## config.mk

```make
export PLATFORM = sky130hd
export DESIGN_NAME = line_token_splitter_core
export DESIGN_NICKNAME = d
export VERILOG_FILES = /design/src/design/lts_pkg.sv /design/src/design/lts_front.sv /design/src/design/lts_queue.sv /design/src/design/lts_back.sv /design/src/design/line_token_splitter_core.sv
export SDC_FILE = /design/constraint.sdc
export NUM_CORES = 1
export LEC_CHECK = 0
export ABC_AREA = 1
export BUFFER_PORTS_ARGS = -buffer_cell sky130_fd_sc_hd__buf_2
export CAP_MARGIN = 10
export CORE_ASPECT_RATIO = 1.5
export CORE_MARGIN = 2
export CORE_UTILIZATION = 40
export CTS_CLUSTER_DIAMETER = 150
export DETAILED_ROUTE_END_ITERATION = 8
export SETUP_SLACK_MARGIN = 0.15
export SLEW_MARGIN = 20
export SYNTH_ARGS = -nofsm -noshare
export SYNTH_HDL_FRONTEND = slang
export SYNTH_SLANG_ARGS = --single-unit
```

## constraint.sdc

```tcl
create_clock -name clk -period 12.2 [get_ports clk]
set_input_delay 1.83 -clock clk [delete_from_list [all_inputs] [get_ports clk]]
set_output_delay 1.83 -clock clk [all_outputs]
set_load 0.1 [all_outputs]
```

## src/design/lts_pkg.sv

```systemverilog
// ----------------------------------------------------------------------------
// lts_pkg
// Shared types and constants of the line token splitter: token kinds, scan
// modes, configuration register indexes and their reset values.
// ----------------------------------------------------------------------------
package lts_pkg;

  localparam int MAX_LINE_LEN_DEF = 1024;
  localparam int QUEUE_DEPTH_DEF  = 4;

  localparam int BYTE_W    = 8;
  localparam int CFG_IDX_W = 3;

  localparam logic [BYTE_W-1:0] STAR_CHAR  = 8'd42;
  localparam logic [BYTE_W-1:0] QUOTE_CHAR = 8'd34;
  localparam logic [BYTE_W-1:0] EOL_CHAR   = 8'd0;

  localparam logic [CFG_IDX_W-1:0] CFG_SEP_A = 3'd0;
  localparam logic [CFG_IDX_W-1:0] CFG_SEP_B = 3'd1;
  localparam logic [CFG_IDX_W-1:0] CFG_SEP_C = 3'd2;
  localparam logic [CFG_IDX_W-1:0] CFG_SEP_D = 3'd3;
  localparam logic [CFG_IDX_W-1:0] CFG_CMT_A = 3'd4;
  localparam logic [CFG_IDX_W-1:0] CFG_CMT_B = 3'd5;

  localparam logic [BYTE_W-1:0] SEP_A_RST = 8'd32;
  localparam logic [BYTE_W-1:0] SEP_B_RST = 8'd9;
  localparam logic [BYTE_W-1:0] SEP_C_RST = 8'd0;
  localparam logic [BYTE_W-1:0] SEP_D_RST = 8'd0;
  localparam logic [BYTE_W-1:0] CMT_A_RST = 8'd37;
  localparam logic [BYTE_W-1:0] CMT_B_RST = 8'd0;

  typedef enum logic [1:0] {
    KIND_WORD = 2'd0,
    KIND_STAR = 2'd1,
    KIND_CMT  = 2'd2,
    KIND_EOL  = 2'd3
  } kind_t;

  typedef enum logic [1:0] {
    MODE_BETWEEN = 2'd0,
    MODE_WORD    = 2'd1,
    MODE_COMMENT = 2'd2
  } mode_t;

  // which results one input byte produces, in output order word, mid, eol
  typedef struct packed {
    logic has_word;
    logic has_mid;
    logic mid_is_cmt;
    logic has_eol;
    logic ovf;
  } tok_flags_t;

endpackage

```

## src/design/lts_front.sv

```systemverilog
// ----------------------------------------------------------------------------
// lts_front
// Accepts line bytes, classifies them against the separator and comment
// registers, tracks the scan state and pushes one bundle of results per
// byte that produces any.
// ----------------------------------------------------------------------------
module lts_front #(
  parameter int MAX_LINE_LEN = lts_pkg::MAX_LINE_LEN_DEF,
  parameter int POS_W        = $clog2(MAX_LINE_LEN + 1),
  parameter int DATA_W       = $bits(lts_pkg::tok_flags_t) + 5 * POS_W
) (
  input  logic                          clk,
  input  logic                          rst_n,
  input  logic                          cfg_we,
  input  logic [lts_pkg::CFG_IDX_W-1:0] cfg_index,
  input  logic [lts_pkg::BYTE_W-1:0]    cfg_wdata,
  input  logic                          in_valid,
  output logic                          in_ready,
  input  logic [lts_pkg::BYTE_W-1:0]    in_ch,
  input  logic                          q_full,
  output logic                          push,
  output logic [DATA_W-1:0]             push_data
);

  localparam logic [POS_W-1:0] LIM = POS_W'(MAX_LINE_LEN);

  logic [lts_pkg::BYTE_W-1:0] sep_a_r, sep_b_r, sep_c_r, sep_d_r, cmt_a_r, cmt_b_r;

  lts_pkg::mode_t   mode_r, mode_nxt;
  logic             quote_r, quote_nxt;
  logic [POS_W-1:0] pos_r, pos_nxt;
  logic [POS_W-1:0] tok_r, tok_nxt;
  logic             ovf_r, ovf_nxt;

  logic                accept;
  logic                is_sep, is_cmt;
  lts_pkg::tok_flags_t flags;
  logic [POS_W-1:0]    word_start, word_len, mid_start, mid_len, eol_len;

  assign in_ready = !q_full;
  assign accept   = in_valid && in_ready;

  assign is_sep = (sep_a_r != '0 && in_ch == sep_a_r) || (sep_b_r != '0 && in_ch == sep_b_r) ||
                  (sep_c_r != '0 && in_ch == sep_c_r) || (sep_d_r != '0 && in_ch == sep_d_r);
  assign is_cmt = (cmt_a_r != '0 && in_ch == cmt_a_r) || (cmt_b_r != '0 && in_ch == cmt_b_r);

  always_ff @(posedge clk) begin
    if (!rst_n) begin
      sep_a_r <= lts_pkg::SEP_A_RST;
      sep_b_r <= lts_pkg::SEP_B_RST;
      sep_c_r <= lts_pkg::SEP_C_RST;
      sep_d_r <= lts_pkg::SEP_D_RST;
      cmt_a_r <= lts_pkg::CMT_A_RST;
      cmt_b_r <= lts_pkg::CMT_B_RST;
    end else if (cfg_we) begin
      case (cfg_index)
        lts_pkg::CFG_SEP_A: sep_a_r <= cfg_wdata;
        lts_pkg::CFG_SEP_B: sep_b_r <= cfg_wdata;
        lts_pkg::CFG_SEP_C: sep_c_r <= cfg_wdata;
        lts_pkg::CFG_SEP_D: sep_d_r <= cfg_wdata;
        lts_pkg::CFG_CMT_A: cmt_a_r <= cfg_wdata;
        lts_pkg::CFG_CMT_B: cmt_b_r <= cfg_wdata;
        default: ;
      endcase
    end
  end

  always_ff @(posedge clk) begin
    if (!rst_n) begin
      mode_r  <= lts_pkg::MODE_BETWEEN;
      quote_r <= 1'b0;
      pos_r   <= '0;
      tok_r   <= '0;
      ovf_r   <= 1'b0;
    end else if (accept) begin
      mode_r  <= mode_nxt;
      quote_r <= quote_nxt;
      pos_r   <= pos_nxt;
      tok_r   <= tok_nxt;
      ovf_r   <= ovf_nxt;
    end
  end

  always_comb begin
    logic [POS_W-1:0] off;
    logic             at_lim;
    off        = pos_r;
    at_lim     = (pos_r >= LIM);
    mode_nxt   = mode_r;
    quote_nxt  = quote_r;
    tok_nxt    = tok_r;
    ovf_nxt    = ovf_r;
    pos_nxt    = pos_r;
    flags      = '0;
    word_start = tok_r;
    word_len   = '0;
    mid_start  = '0;
    mid_len    = '0;
    eol_len    = pos_r;

    if (in_ch == lts_pkg::EOL_CHAR) begin
      flags.ovf     = ovf_r;
      flags.has_eol = 1'b1;
      word_len      = (pos_r >= tok_r) ? pos_r - tok_r : '0;
      if (mode_r == lts_pkg::MODE_WORD && !quote_r) begin
        flags.has_word = 1'b1;
      end else if (mode_r == lts_pkg::MODE_COMMENT) begin
        // comment token is carried in the mid slot
        flags.has_mid    = 1'b1;
        flags.mid_is_cmt = 1'b1;
        mid_start        = tok_r;
        mid_len          = word_len;
      end
      mode_nxt  = lts_pkg::MODE_BETWEEN;
      quote_nxt = 1'b0;
      pos_nxt   = '0;
      tok_nxt   = '0;
      ovf_nxt   = 1'b0;
    end else begin
      if (at_lim) begin
        off     = LIM;
        ovf_nxt = 1'b1;
      end
      if (mode_r != lts_pkg::MODE_COMMENT) begin
        if (mode_r == lts_pkg::MODE_BETWEEN && !is_sep) begin
          mode_nxt = lts_pkg::MODE_WORD;
          tok_nxt  = off;
        end
        if (mode_nxt == lts_pkg::MODE_WORD) begin
          if (in_ch == lts_pkg::QUOTE_CHAR) begin
            quote_nxt = !quote_r;
          end
          if (!quote_nxt && is_sep) begin
            flags.has_word = 1'b1;
            word_start     = tok_nxt;
            word_len       = (off >= tok_nxt) ? off - tok_nxt : '0;
            mode_nxt       = lts_pkg::MODE_BETWEEN;
          end
          if (in_ch == lts_pkg::STAR_CHAR) begin
            flags.has_mid = 1'b1;
            mid_start     = off;
            mid_len       = POS_W'(1);
            tok_nxt       = (off >= LIM) ? LIM : off + POS_W'(1);
          end
        end
        if (is_cmt) begin
          mode_nxt  = lts_pkg::MODE_COMMENT;
          quote_nxt = 1'b0;
          tok_nxt   = off;
        end
      end
      pos_nxt   = (off >= LIM) ? LIM : off + POS_W'(1);
      flags.ovf = ovf_nxt;
    end
  end

  assign push      = accept && (flags.has_word || flags.has_mid || flags.has_eol);
  assign push_data = {flags, word_start, word_len, mid_start, mid_len, eol_len};

  a_between_unquoted: assert property (@(posedge clk) disable iff (!rst_n)
    mode_r == lts_pkg::MODE_BETWEEN |-> !quote_r)
    else $error("quote flag set between tokens");

  a_pos_bound: assert property (@(posedge clk) disable iff (!rst_n)
    pos_r <= LIM && tok_r <= LIM)
    else $error("position beyond line limit");

endmodule

```

## src/design/lts_queue.sv

```systemverilog
// ----------------------------------------------------------------------------
// lts_queue
// Small flop queue of result bundles between the classifier and the
// result sequencer.
// ----------------------------------------------------------------------------
module lts_queue #(
  parameter int DEPTH  = lts_pkg::QUEUE_DEPTH_DEF,
  parameter int DATA_W = 8
) (
  input  logic              clk,
  input  logic              rst_n,
  input  logic              push,
  input  logic [DATA_W-1:0] wdata,
  input  logic              pop,
  output logic              full,
  output logic              not_empty,
  output logic [DATA_W-1:0] rdata
);

  localparam int PTR_W = (DEPTH > 1) ? $clog2(DEPTH) : 1;
  localparam int CNT_W = $clog2(DEPTH + 1);

  logic [DATA_W-1:0] mem [DEPTH];
  logic [PTR_W-1:0]  wr_ptr_r, rd_ptr_r;
  logic [CNT_W-1:0]  count_r;
  logic              do_push, do_pop;

  assign full      = (count_r == CNT_W'(DEPTH));
  assign not_empty = (count_r != '0);
  assign do_push   = push && !full;
  assign do_pop    = pop && not_empty;
  assign rdata     = mem[rd_ptr_r];

  always_ff @(posedge clk) begin
    if (do_push) begin
      mem[wr_ptr_r] <= wdata;
    end
  end

  always_ff @(posedge clk) begin
    if (!rst_n) begin
      wr_ptr_r <= '0;
      rd_ptr_r <= '0;
      count_r  <= '0;
    end else begin
      if (do_push) begin
        wr_ptr_r <= (wr_ptr_r == PTR_W'(DEPTH - 1)) ? '0 : wr_ptr_r + PTR_W'(1);
      end
      if (do_pop) begin
        rd_ptr_r <= (rd_ptr_r == PTR_W'(DEPTH - 1)) ? '0 : rd_ptr_r + PTR_W'(1);
      end
      case ({do_push, do_pop})
        2'b10:   count_r <= count_r + CNT_W'(1);
        2'b01:   count_r <= count_r - CNT_W'(1);
        default: count_r <= count_r;
      endcase
    end
  end

  a_count_bound: assert property (@(posedge clk) disable iff (!rst_n)
    count_r <= CNT_W'(DEPTH))
    else $error("queue count beyond depth");

endmodule

```

## src/design/lts_back.sv

```systemverilog
// ----------------------------------------------------------------------------
// lts_back
// Walks the head bundle of the queue and sends its results one beat at a
// time through the output register, marking the last one of each byte.
// ----------------------------------------------------------------------------
module lts_back #(
  parameter int POS_W  = 11,
  parameter int DATA_W = $bits(lts_pkg::tok_flags_t) + 5 * POS_W
) (
  input  logic              clk,
  input  logic              rst_n,
  input  logic              q_not_empty,
  input  logic [DATA_W-1:0] q_rdata,
  output logic              q_pop,
  output logic              out_valid,
  input  logic              out_ready,
  output logic [1:0]        out_kind,
  output logic [POS_W-1:0]  out_start_res,
  output logic [POS_W-1:0]  out_length,
  output logic              out_overflow,
  output logic              out_last
);

  lts_pkg::tok_flags_t hd_flags;
  logic [POS_W-1:0]    hd_word_start, hd_word_len, hd_mid_start, hd_mid_len, hd_eol_len;

  logic [2:0]       done_r, done_nxt;
  logic [2:0]       pending, sel, rest;
  logic             load;
  logic             valid_r, valid_nxt;
  lts_pkg::kind_t   kind_r, kind_nxt;
  logic [POS_W-1:0] start_r, start_nxt, len_r, len_nxt;
  logic             ovf_r, last_r, last_nxt;

  assign {hd_flags, hd_word_start, hd_word_len, hd_mid_start, hd_mid_len, hd_eol_len} = q_rdata;

  assign load    = !valid_r || out_ready;
  assign pending = {hd_flags.has_eol, hd_flags.has_mid, hd_flags.has_word} & ~done_r;
  assign sel     = pending & (~pending + 3'd1);
  assign rest    = pending & ~sel;

  always_comb begin
    kind_nxt  = lts_pkg::KIND_EOL;
    start_nxt = '0;
    len_nxt   = hd_eol_len;
    if (sel[0]) begin
      kind_nxt  = lts_pkg::KIND_WORD;
      start_nxt = hd_word_start;
      len_nxt   = hd_word_len;
    end else if (sel[1]) begin
      kind_nxt  = hd_flags.mid_is_cmt ? lts_pkg::KIND_CMT : lts_pkg::KIND_STAR;
      start_nxt = hd_mid_start;
      len_nxt   = hd_mid_len;
    end
    last_nxt  = (rest == 3'b000);
    valid_nxt = load ? q_not_empty : valid_r;
    q_pop     = load && q_not_empty && last_nxt;
    done_nxt  = done_r;
    if (load && q_not_empty) begin
      done_nxt = last_nxt ? 3'b000 : (done_r | sel);
    end
  end

  always_ff @(posedge clk) begin
    if (!rst_n) begin
      valid_r <= 1'b0;
      done_r  <= 3'b000;
    end else begin
      valid_r <= valid_nxt;
      done_r  <= done_nxt;
    end
  end

  always_ff @(posedge clk) begin
    if (load && q_not_empty) begin
      kind_r  <= kind_nxt;
      start_r <= start_nxt;
      len_r   <= len_nxt;
      ovf_r   <= hd_flags.ovf;
      last_r  <= last_nxt;
    end
  end

  assign out_valid     = valid_r;
  assign out_kind      = kind_r;
  assign out_start_res = start_r;
  assign out_length    = len_r;
  assign out_overflow  = ovf_r;
  assign out_last      = last_r;

  a_eol_is_last: assert property (@(posedge clk) disable iff (!rst_n)
    valid_r && kind_r == lts_pkg::KIND_EOL |-> last_r)
    else $error("end of line marker not last beat");

  a_star_len: assert property (@(posedge clk) disable iff (!rst_n)
    valid_r && kind_r == lts_pkg::KIND_STAR |-> len_r == POS_W'(1) && last_r)
    else $error("asterisk token malformed");

endmodule

```

## src/design/line_token_splitter_core.sv

```systemverilog
// ----------------------------------------------------------------------------
// line_token_splitter_core
// Path: an accepted byte's results are written into the queue on the
// accepting edge, then loaded into the output register. Throughput: one
// byte per cycle while the queue is not full; a byte giving k results holds
// the output for k beats; a 4-bundle queue absorbs multi-result bursts.
// Reset: synchronous active-low; scan state, queue and output clear, the
// separator and comment registers return to their defaults.
// ----------------------------------------------------------------------------
module line_token_splitter_core #(
  parameter int MAX_LINE_LEN = lts_pkg::MAX_LINE_LEN_DEF,
  parameter int QUEUE_DEPTH  = lts_pkg::QUEUE_DEPTH_DEF
) (
  input  logic                                  clk,
  input  logic                                  rst_n,
  input  logic                                  cfg_we,
  input  logic [lts_pkg::CFG_IDX_W-1:0]         cfg_index,
  input  logic [lts_pkg::BYTE_W-1:0]            cfg_wdata,
  input  logic                                  in_valid,
  output logic                                  in_ready,
  input  logic [lts_pkg::BYTE_W-1:0]            in_ch,
  output logic                                  out_valid,
  input  logic                                  out_ready,
  output logic [1:0]                            out_kind,
  output logic [$clog2(MAX_LINE_LEN + 1)-1:0]   out_start_res,
  output logic [$clog2(MAX_LINE_LEN + 1)-1:0]   out_length,
  output logic                                  out_overflow,
  output logic                                  out_last
);

  localparam int POS_W  = $clog2(MAX_LINE_LEN + 1);
  localparam int DATA_W = $bits(lts_pkg::tok_flags_t) + 5 * POS_W;

  logic              push, pop, q_full, q_not_empty;
  logic [DATA_W-1:0] push_data, q_rdata;

  lts_front #(
    .MAX_LINE_LEN (MAX_LINE_LEN),
    .POS_W        (POS_W),
    .DATA_W       (DATA_W)
  ) u_front (
    .clk       (clk),
    .rst_n     (rst_n),
    .cfg_we    (cfg_we),
    .cfg_index (cfg_index),
    .cfg_wdata (cfg_wdata),
    .in_valid  (in_valid),
    .in_ready  (in_ready),
    .in_ch     (in_ch),
    .q_full    (q_full),
    .push      (push),
    .push_data (push_data)
  );

  lts_queue #(
    .DEPTH  (QUEUE_DEPTH),
    .DATA_W (DATA_W)
  ) u_queue (
    .clk       (clk),
    .rst_n     (rst_n),
    .push      (push),
    .wdata     (push_data),
    .pop       (pop),
    .full      (q_full),
    .not_empty (q_not_empty),
    .rdata     (q_rdata)
  );

  lts_back #(
    .POS_W  (POS_W),
    .DATA_W (DATA_W)
  ) u_back (
    .clk           (clk),
    .rst_n         (rst_n),
    .q_not_empty   (q_not_empty),
    .q_rdata       (q_rdata),
    .q_pop         (pop),
    .out_valid     (out_valid),
    .out_ready     (out_ready),
    .out_kind      (out_kind),
    .out_start_res (out_start_res),
    .out_length    (out_length),
    .out_overflow  (out_overflow),
    .out_last      (out_last)
  );

endmodule
```

[After elaboration in Yosys (flattened, before gate mapping)]
Memory sizes are Yosys's and may differ from the RTL's. A register that Yosys moved wholly into a read port is not among the register bits.
Cells that the tools add are included.
Widths: inputs -> output; s select.
Word-level totals
  register bits: 111
  bits in latches: 0
  memory bits (writable): 240
  bits in read-only memories: 0
  input port bits: 24
  output and inout bits: 28
  word-level logic and storage cells: 188
  memories: 1
Memories
  u_queue.mem: depth 4, bits a word 60, rd ports 1, clocked after memory_dff 1, wr ports 1, RTL line lts_queue.sv:23  | logic [DATA_W-1:0] mem [DEPTH];
Operators by class
  add/subtract/negate cells: 8
  $mul: 0
  divide/modulo/power cells: 0
  magnitude comparators: 4
  eq/ne operators: 22
  shifts and indexed selects: 0
  mux-type cells: 76
  bitwise operators: 7
  reductions and logical operators: 49
Operators by type and width (number)
  $mux 11: 37
  $eq 8x8->1: 6
  $reduce_bool 8->1: 6
  $mux 2: 20
  $ge 11x11->1: 2
  $ge 11x11->1 const B: 2
  $sub 11x11->11: 2
  $mux 1: 17
  $eq 8x6->1 const B: 2
  $logic_and 1x1->1: 15
  $reduce_and 2->1: 7
  $add 11x1->11 const B: 1
  $and 3x3->3: 3
  $eq 3x3->1 const B: 3
  $not 3->3: 3
  $eq 2x2->1 const B: 4
  $logic_not 8->1: 1
  $logic_or 1x1->1: 7
  $add 3x1->3 const B: 2
  $eq 2x1->1 const B: 3
  $eq 3x2->1 const B: 2
  $logic_not 3->1: 2
  $pmux 3 s2: 1
  $reduce_bool 3->1: 2
  10 further kinds: 16

[Logic depth before layout (Yosys ltp)]
  depth after elaboration: 26
  depth in mapped cells: 26

[By module]
From an unflattened synthesis, not the netlist that was laid out.
Unflattened totals
  cell total of the unflattened synthesis: 1721
  area, all modules: 16864.9 sq um
By module, submodules not included
  lts_queue: times used 1, cells an instance 650, area an instance 9557.9 sq um
  lts_front: times used 1, cells an instance 943, area an instance 5938.2 sq um
  lts_back: times used 1, cells an instance 128, area an instance 1368.8 sq um

[Least setup slack after synthesis]
Ideal clock, no wire load.
  path type: input-to-reg
  from: input port in_ch[6] (netlist bit)
  to: memory u_queue.mem[0][0] (netlist bit) (enable)
  setup time: 0.478 ns
  arrival: 5.513 ns
  data required time: 11.722 ns
  setup slack: 6.209 ns
  cell stages on the path: 11
  cell sequence: buf_6 > inv_2 > nand2_1 > nor3_1 > nand3_1 > xor2_1 > a21boi_1 > nand2_2 > nand3_2 > nand2_2 > nor2_1
Between the ends
  longest elaborated chain between the ends: 20
  elaborated cells between the ends (all ways): 38
  those cells by class: eq/ne: 7; mux: 15; reduce/logical: 16
Ends and longest elaborated chain
  start, declared: RTL line line_token_splitter_core.sv:21  | input logic [lts_pkg::BYTE_W-1:0] in_ch,
  $eq 8x8->1: RTL line lts_front.sv:43  | assign is_sep = (sep_a_r != '0 && in_ch == sep_a_r) || (sep_b_r != '0 && in_ch == sep_b_r) ||
  $logic_and 1x1->1: RTL line lts_front.sv:43
  $logic_or 1x1->1 (2 in a row): RTL line lts_front.sv:43
  $logic_or 1x1->1: RTL line lts_front.sv:44  | (sep_c_r != '0 && in_ch == sep_c_r) || (sep_d_r != '0 && in_ch == sep_d_r);
  $logic_not 1->1: RTL line lts_front.sv:125  | if (mode_r == lts_pkg::MODE_BETWEEN && !is_sep) begin
  $logic_and 1x1->1: RTL line lts_front.sv:125
  $mux 2: RTL line lts_front.sv:125
  $mux 2: RTL line lts_front.sv:124  | if (mode_r != lts_pkg::MODE_COMMENT) begin
  [3 not listed]
  $mux 2: RTL line lts_front.sv:124
  $mux 2: RTL line lts_front.sv:101  | if (in_ch == lts_pkg::EOL_CHAR) begin
  $logic_or 1x1->1: RTL line lts_front.sv:157  | assign push = accept && (flags.has_word || flags.has_mid || flags.has_eol);
  $logic_or 1x1->1 (*): RTL line lts_front.sv:157
  $logic_and 1x1->1 (*): RTL line lts_front.sv:157
  $logic_and 1x1->1 (*): RTL line lts_queue.sv:30  | assign do_push = push && !full;
  $mux 1 (*): RTL line lts_queue.sv:35  | if (do_push) begin
  $mux 1 (implied by the code) (*): RTL line lts_queue.sv:36  | mem[wr_ptr_r] <= wdata;
  end, declared: RTL line lts_queue.sv:23
Mark *: on every way between the ends. The rest lies on a longest branch, timed or not. The select of a mux whose other input is x is not followed.

[Worst setup path in the final report]
  from: input port in_ch[2] (netlist bit)
  to: memory u_queue.mem[2][43] (netlist bit) (data pin)
Between the ends
  longest elaborated chain between the ends: 16
  elaborated cells between the ends (all ways): 35
  those cells by class: add/sub: 1; order compare: 1; eq/ne: 6; mux: 15; reduce/logical: 12
Ends and longest elaborated chain
  $eq 8x8->1: RTL line lts_front.sv:43
  $logic_and 1x1->1: RTL line lts_front.sv:43
  $logic_or 1x1->1 (2 in a row): RTL line lts_front.sv:43
  $logic_or 1x1->1: RTL line lts_front.sv:44
  $logic_not 1->1: RTL line lts_front.sv:125
  $logic_and 1x1->1: RTL line lts_front.sv:125
  $mux 11: RTL line lts_front.sv:125
  $mux 11: RTL line lts_front.sv:124
  $mux 11: RTL line lts_front.sv:101
  $sub 11x11->11 or $ge 11x11->1 (tied branches): RTL line lts_front.sv:136  | word_len = (off >= tok_nxt) ? off - tok_nxt : '0;
  $mux 11: RTL line lts_front.sv:136
  $mux 11: RTL line lts_front.sv:133  | if (!quote_nxt && is_sep) begin
  $mux 11: RTL line lts_front.sv:129  | if (mode_nxt == lts_pkg::MODE_WORD) begin
  $mux 11: RTL line lts_front.sv:124
  $mux 11 (*): RTL line lts_front.sv:101
  named net push_data[43]: RTL line line_token_splitter_core.sv:35  | logic [DATA_W-1:0] push_data, q_rdata;
The timed path passes the listed nets; every way through them passes the cells marked *. The select of a mux whose other input is x is not followed.

==> key figures <==
Outcome
  – Outcome: completed

STA
  – Least-Margin Pin Slew: roughly 1.1 ns
  – Final Hold Fails: 0
  – Max_slew headroom: 0.2791
  – Worst clock skew: 0.01311 ns
  – RSZ-0062 raised after global routing: false
  – Worst Setup Slack, final: ~7.3 ns
  – Final period utilization: 0.3979
  – Final setup fails: 0
  – Hold slack: between 0.4 and 0.5 ns
  – Min Tclk post-route: about 4.9 ns
  – Total negative slack: 0 ns
  – FMAX: just over 200 MHz
  – Max Slew Vio Count: 0

Synthesis
  – Mux contribution to synthesized area: 0
  – Syn_nets: ~1700
  – Simple logic cell fraction of the synthesized area: 0.1618
  – Mapped Cells: roughly 1700
  – Adder-cell share of the synthesized area: 0.02580
  – Seq/Total Area, Yosys: 0.5936
  – Post-synth EDFFs: between 200 and 300
  – Async set-or-reset flop fraction in the synthesized netlist: 0
  – Syn. warnings: 0
  – Compound-Gate Fraction of Synth Area: 0.1343
  – Largest family of logic cells by synthesized area: simple AND/OR/NAND/NOR gates
  – Main synth FF type: edfxtp_1
  – Syn avg cell area: slightly below 10 um^2
  – Yosys reg bits: between 300 and 400
  – Unique cell type count in the Yosys netlist: 52
  – Mapped Area: about 16000 um^2
  – Xor and xnor area share after synthesis: 0.02191

Critical path
  – Setup crit end kind: flop
  – Worst r2r path cells: 17
  – Delay-heaviest family, CP: simple AND/OR/NAND/NOR gates
  – Reg-to-Reg End: u_queue.count_r[1]$_SDFFE_PN0P_
  – WS Path Type: input port to flop
  – Bufs and invs on worst path: 3
  – Crit path DAT: roughly 5.1 ns
  – Worst path required time: roughly 12 ns
  – Slowest-stage cell, CP: o21ai_0
  – Max incr delay on CP: between 0.3 and 0.4 ns
  – CP max FO: 14
  – CP Launch Type: input port
  – Cell chain of the critical path: buf_2 > xor2_1 > nor2_1 > nand2_1 > nor2_2 > nor2_4 > nand3_2 > nand2_1 > nand2_1 > inv_1 > ha_1 > inv_1 > nor3_1 > a21oi_1 > o21ai_1 > a21oi_1 > o21ai_0 > nand2_1 > o21ai_0
  – R2r setup slk: between 8 and 9 ns
  – WP depth: 19
  – CP most frequent cell: nand2_1

Cells and area
  – Share of cells above drive strength 1: 0.1020
  – Nets@finish: 1754
  – Commonest non-fill, non-tap cell in the layout: nand2_1
  – Most frequent cells in the layout: nand2_1 (271), edfxtp_1 (266), nor2_1 (238)
  – Ant diodes: 0
  – Synth-to-Final Area Change: 10.76%

Global routing
  – Antenna violations before repair: 0
  – Gr ovfl total: 0
  – Global-route wire length before repair: slightly below 70 mm
  – Total track usage: 0.2068
  – Largest net degree at the start of global routing: between 100 and 150
  – Vias in the first global route: roughly 12000

Power
  – Sw power: 1.133 mW
  – Pint: between 2 and 2.5 mW
  – Sequential Power Share: 0.422
  – P per Cell Area: about 180 nW/um^2
  – Combinational Power Share: 0.248
  – Worst vdd ir: between 100 and 150 uV
  – Leak: 6.745 nW
  – Clock power frac: 0.331
  – Sw Ratio: 0.3437

Clock network
  – Resized cells post-CTS: 0
  – CTS Buffer Depth: 3
  – CTS tree: yes
  – Post-CTS Setup Repair Bufs: 0
  – Hold Buf Count CTS: 0
  – Clock buffer count from CTS: 36
  – Clock Sinks: approximately 350
  – Worst-path clk slew: 0.06 ns
  – Clk root buf: clkbuf_16
  – H-Tree Depth: 2
  – Worst-Skew Late Latency: between 0.5 and 0.6 ns

Routing
  – Via/cell ratio: 5.362
  – Initial drt markers: between 600 and 700
  – WL/cell: slightly below 20 um
  – Vias after detailed routing: between 10000 and 15000
  – WL final: about 44 mm
  – Drt first pass iters: 5
  – # DRC: 0
  – Final ANT Viol Nets: 0

Floorplanning
  – Chip height: ~250 um
  – DIE WIDTH: 169.3 um
  – DIE AREA: 42640 um^2
  – # IOs: between 50 and 60
  – Initial Util: 0.4065
  – Core area: approximately 40000 um^2
  – FP Rows: 90

Placed design
  – Placement Setup Slack: between 6 and 7 ns
  – I/O Buffers: 51
  – DPL Wire Length: about 29 mm
  – GP Congestion: about 0.92

Worst hold path
  – Cells on Worst Hold Path: 2
  – Hold Path Class: flop to flop
  – Hold Crit Endpoint: u_back.done_r[2]$_SDFFE_PN0P_
  – Hold wc startpoint: u_back.done_r[2]$_SDFFE_PN0P_

Run
  – Max cap viols: 0
## cell usage after synthesis, types with 4 or more instances
cell type,number,area share
nand4_1,22,0.0084
o21ai_0,177,0.054
inv_1,139,0.032
dfxtp_1,87,0.11
nor2_1,243,0.056
ha_1,29,0.022
a22o_1,11,0.0059
inv_2,11,0.0025
nor3_1,15,0.0046
nand3_1,66,0.020
buf_2,11,0.0034
o22ai_2,12,0.0092
edfxtp_1,266,0.49
buf_6,6,0.0041
a21oi_1,88,0.027
nor2_2,7,0.0027
o211ai_1,5,0.0023
xor2_1,19,0.010
buf_1,4,0.00092
buf_4,6,0.0027
xnor2_1,22,0.012
o22ai_1,65,0.025
clkbuf_1,65,0.015
nand2_1,271,0.062
## worst reg2reg max path, delay by kind of cell (launching register included)
family | cells | cell delay, ns
compound gates | 2 | 0.16
fa+ha+maj | 2 | 0.62
buf+inv | 6 | 1.34
flops | 1 | 0.31
simple gates | 7 | 1.46
## flip-flops by register name (all words and copies together), names as in the netlist, named ones only
name	cells
u_queue.mem	240
u_back.out_length	11
u_back.out_start_res	11
u_front.eol_len	11
u_front.tok_r	11
u_front.cmt_a_r	8
u_front.cmt_b_r	8
u_front.sep_a_r	8
u_front.sep_b_r	8
u_front.sep_c_r	8
u_front.sep_d_r	8
u_back.done_r	3
u_queue.count_r	3
u_back.out_kind	2
u_front.mode_r	2
u_queue.rd_ptr_r	2
u_queue.wr_ptr_r	2
u_back.out_last	1
u_back.out_overflow	1
u_back.out_valid	1
u_front.ovf_r	1
u_front.quote_r	1
## stage by stage
| step | util | total power, mW | std cells | area, um^2 |
|---|---|---|---|---|
| finish | 0.4503 | 3.296 | 2232 | 18150 |
| global route | 0.4503 | 3.452 | 2232 | 18150 |
| CTS | 0.4503 | 3.338 | 2232 | 18150 |
| detailed placement | 0.4211 | 2.244 | 2166 | 16980 |
| global placement | 0.4211 | 2.235 | 2166 | 16980 |
| floorplan | - | 2.041 | 1692 | 16390 |
## routing by layer
| metal | wire length [um] | vias to the layer above | global-route usage |
|---|---|---|---|
| met5 | 0 | - | 0 |
| met4 | 1972 | 0 | 0.09426 |
| met3 | 1667 | 101 | 0.02698 |
| met2 | 23500 | 273 | 0.3857 |
| met1 | 16760 | 5761 | 0.2325 |
| li1 | - | 5832 | - |
## cell families (layout without fill, tap and decap cells)
logic type                 after synthesis  count (layout)
and+or+nand+nor                        639             639
AOI/OAI and AO/OA                      380             380
DFF                                    353             353
buffers and inverters                  247             281
xor gates and xnor gates                41              41
adders and majority gates               32              32
## worst max path at each step
| stage | from | to | slack, ns |
|---|---|---|---|
| after global routing | in_ch[2] | u_queue.mem[2][43]$_DFFE_PP_ | 6.98 |
| final | in_ch[2] | u_queue.mem[2][43]$_DFFE_PP_ | 7.35 |
| after detailed placement | in_ch[2] | u_queue.mem[1][43]$_DFFE_PP_ | 6.83 |
| after CTS | in_ch[2] | u_queue.mem[2][43]$_DFFE_PP_ | 7.38 |
| after global placement | in_ch[2] | u_queue.mem[2][43]$_DFFE_PP_ | 6.88 |
| after floorplan | in_ch[6] | u_queue.mem[0][0]$_DFFE_PP_ | 6.21 |
## power by group through the flow
stage | Combinational (mW) | Sequential, mW | Clock, mW
detailed placement | 0.828 | 1.42 | 0
finish | 0.817 | 1.39 | 1.09
global placement | 0.819 | 1.42 | 0
CTS | 0.829 | 1.39 | 1.12
floorplan | 0.402 | 1.64 | 0
global route | 0.887 | 1.40 | 1.17
## layout make-up
type / count / area, um^2
Clock buffer: 45 / 985.9
Inverter: 154 / 584.3
Clock inverter: 21 / 192.7
Tap cell: 506 / 633.1
Timing Repair Buffer: 61 / 330.3
Multi-Input combinational cell: 1092 / 5693
Sequential cell: 353 / 9734
Fill cell: 3847 / 22160
(Power assumes the default switching activity.)
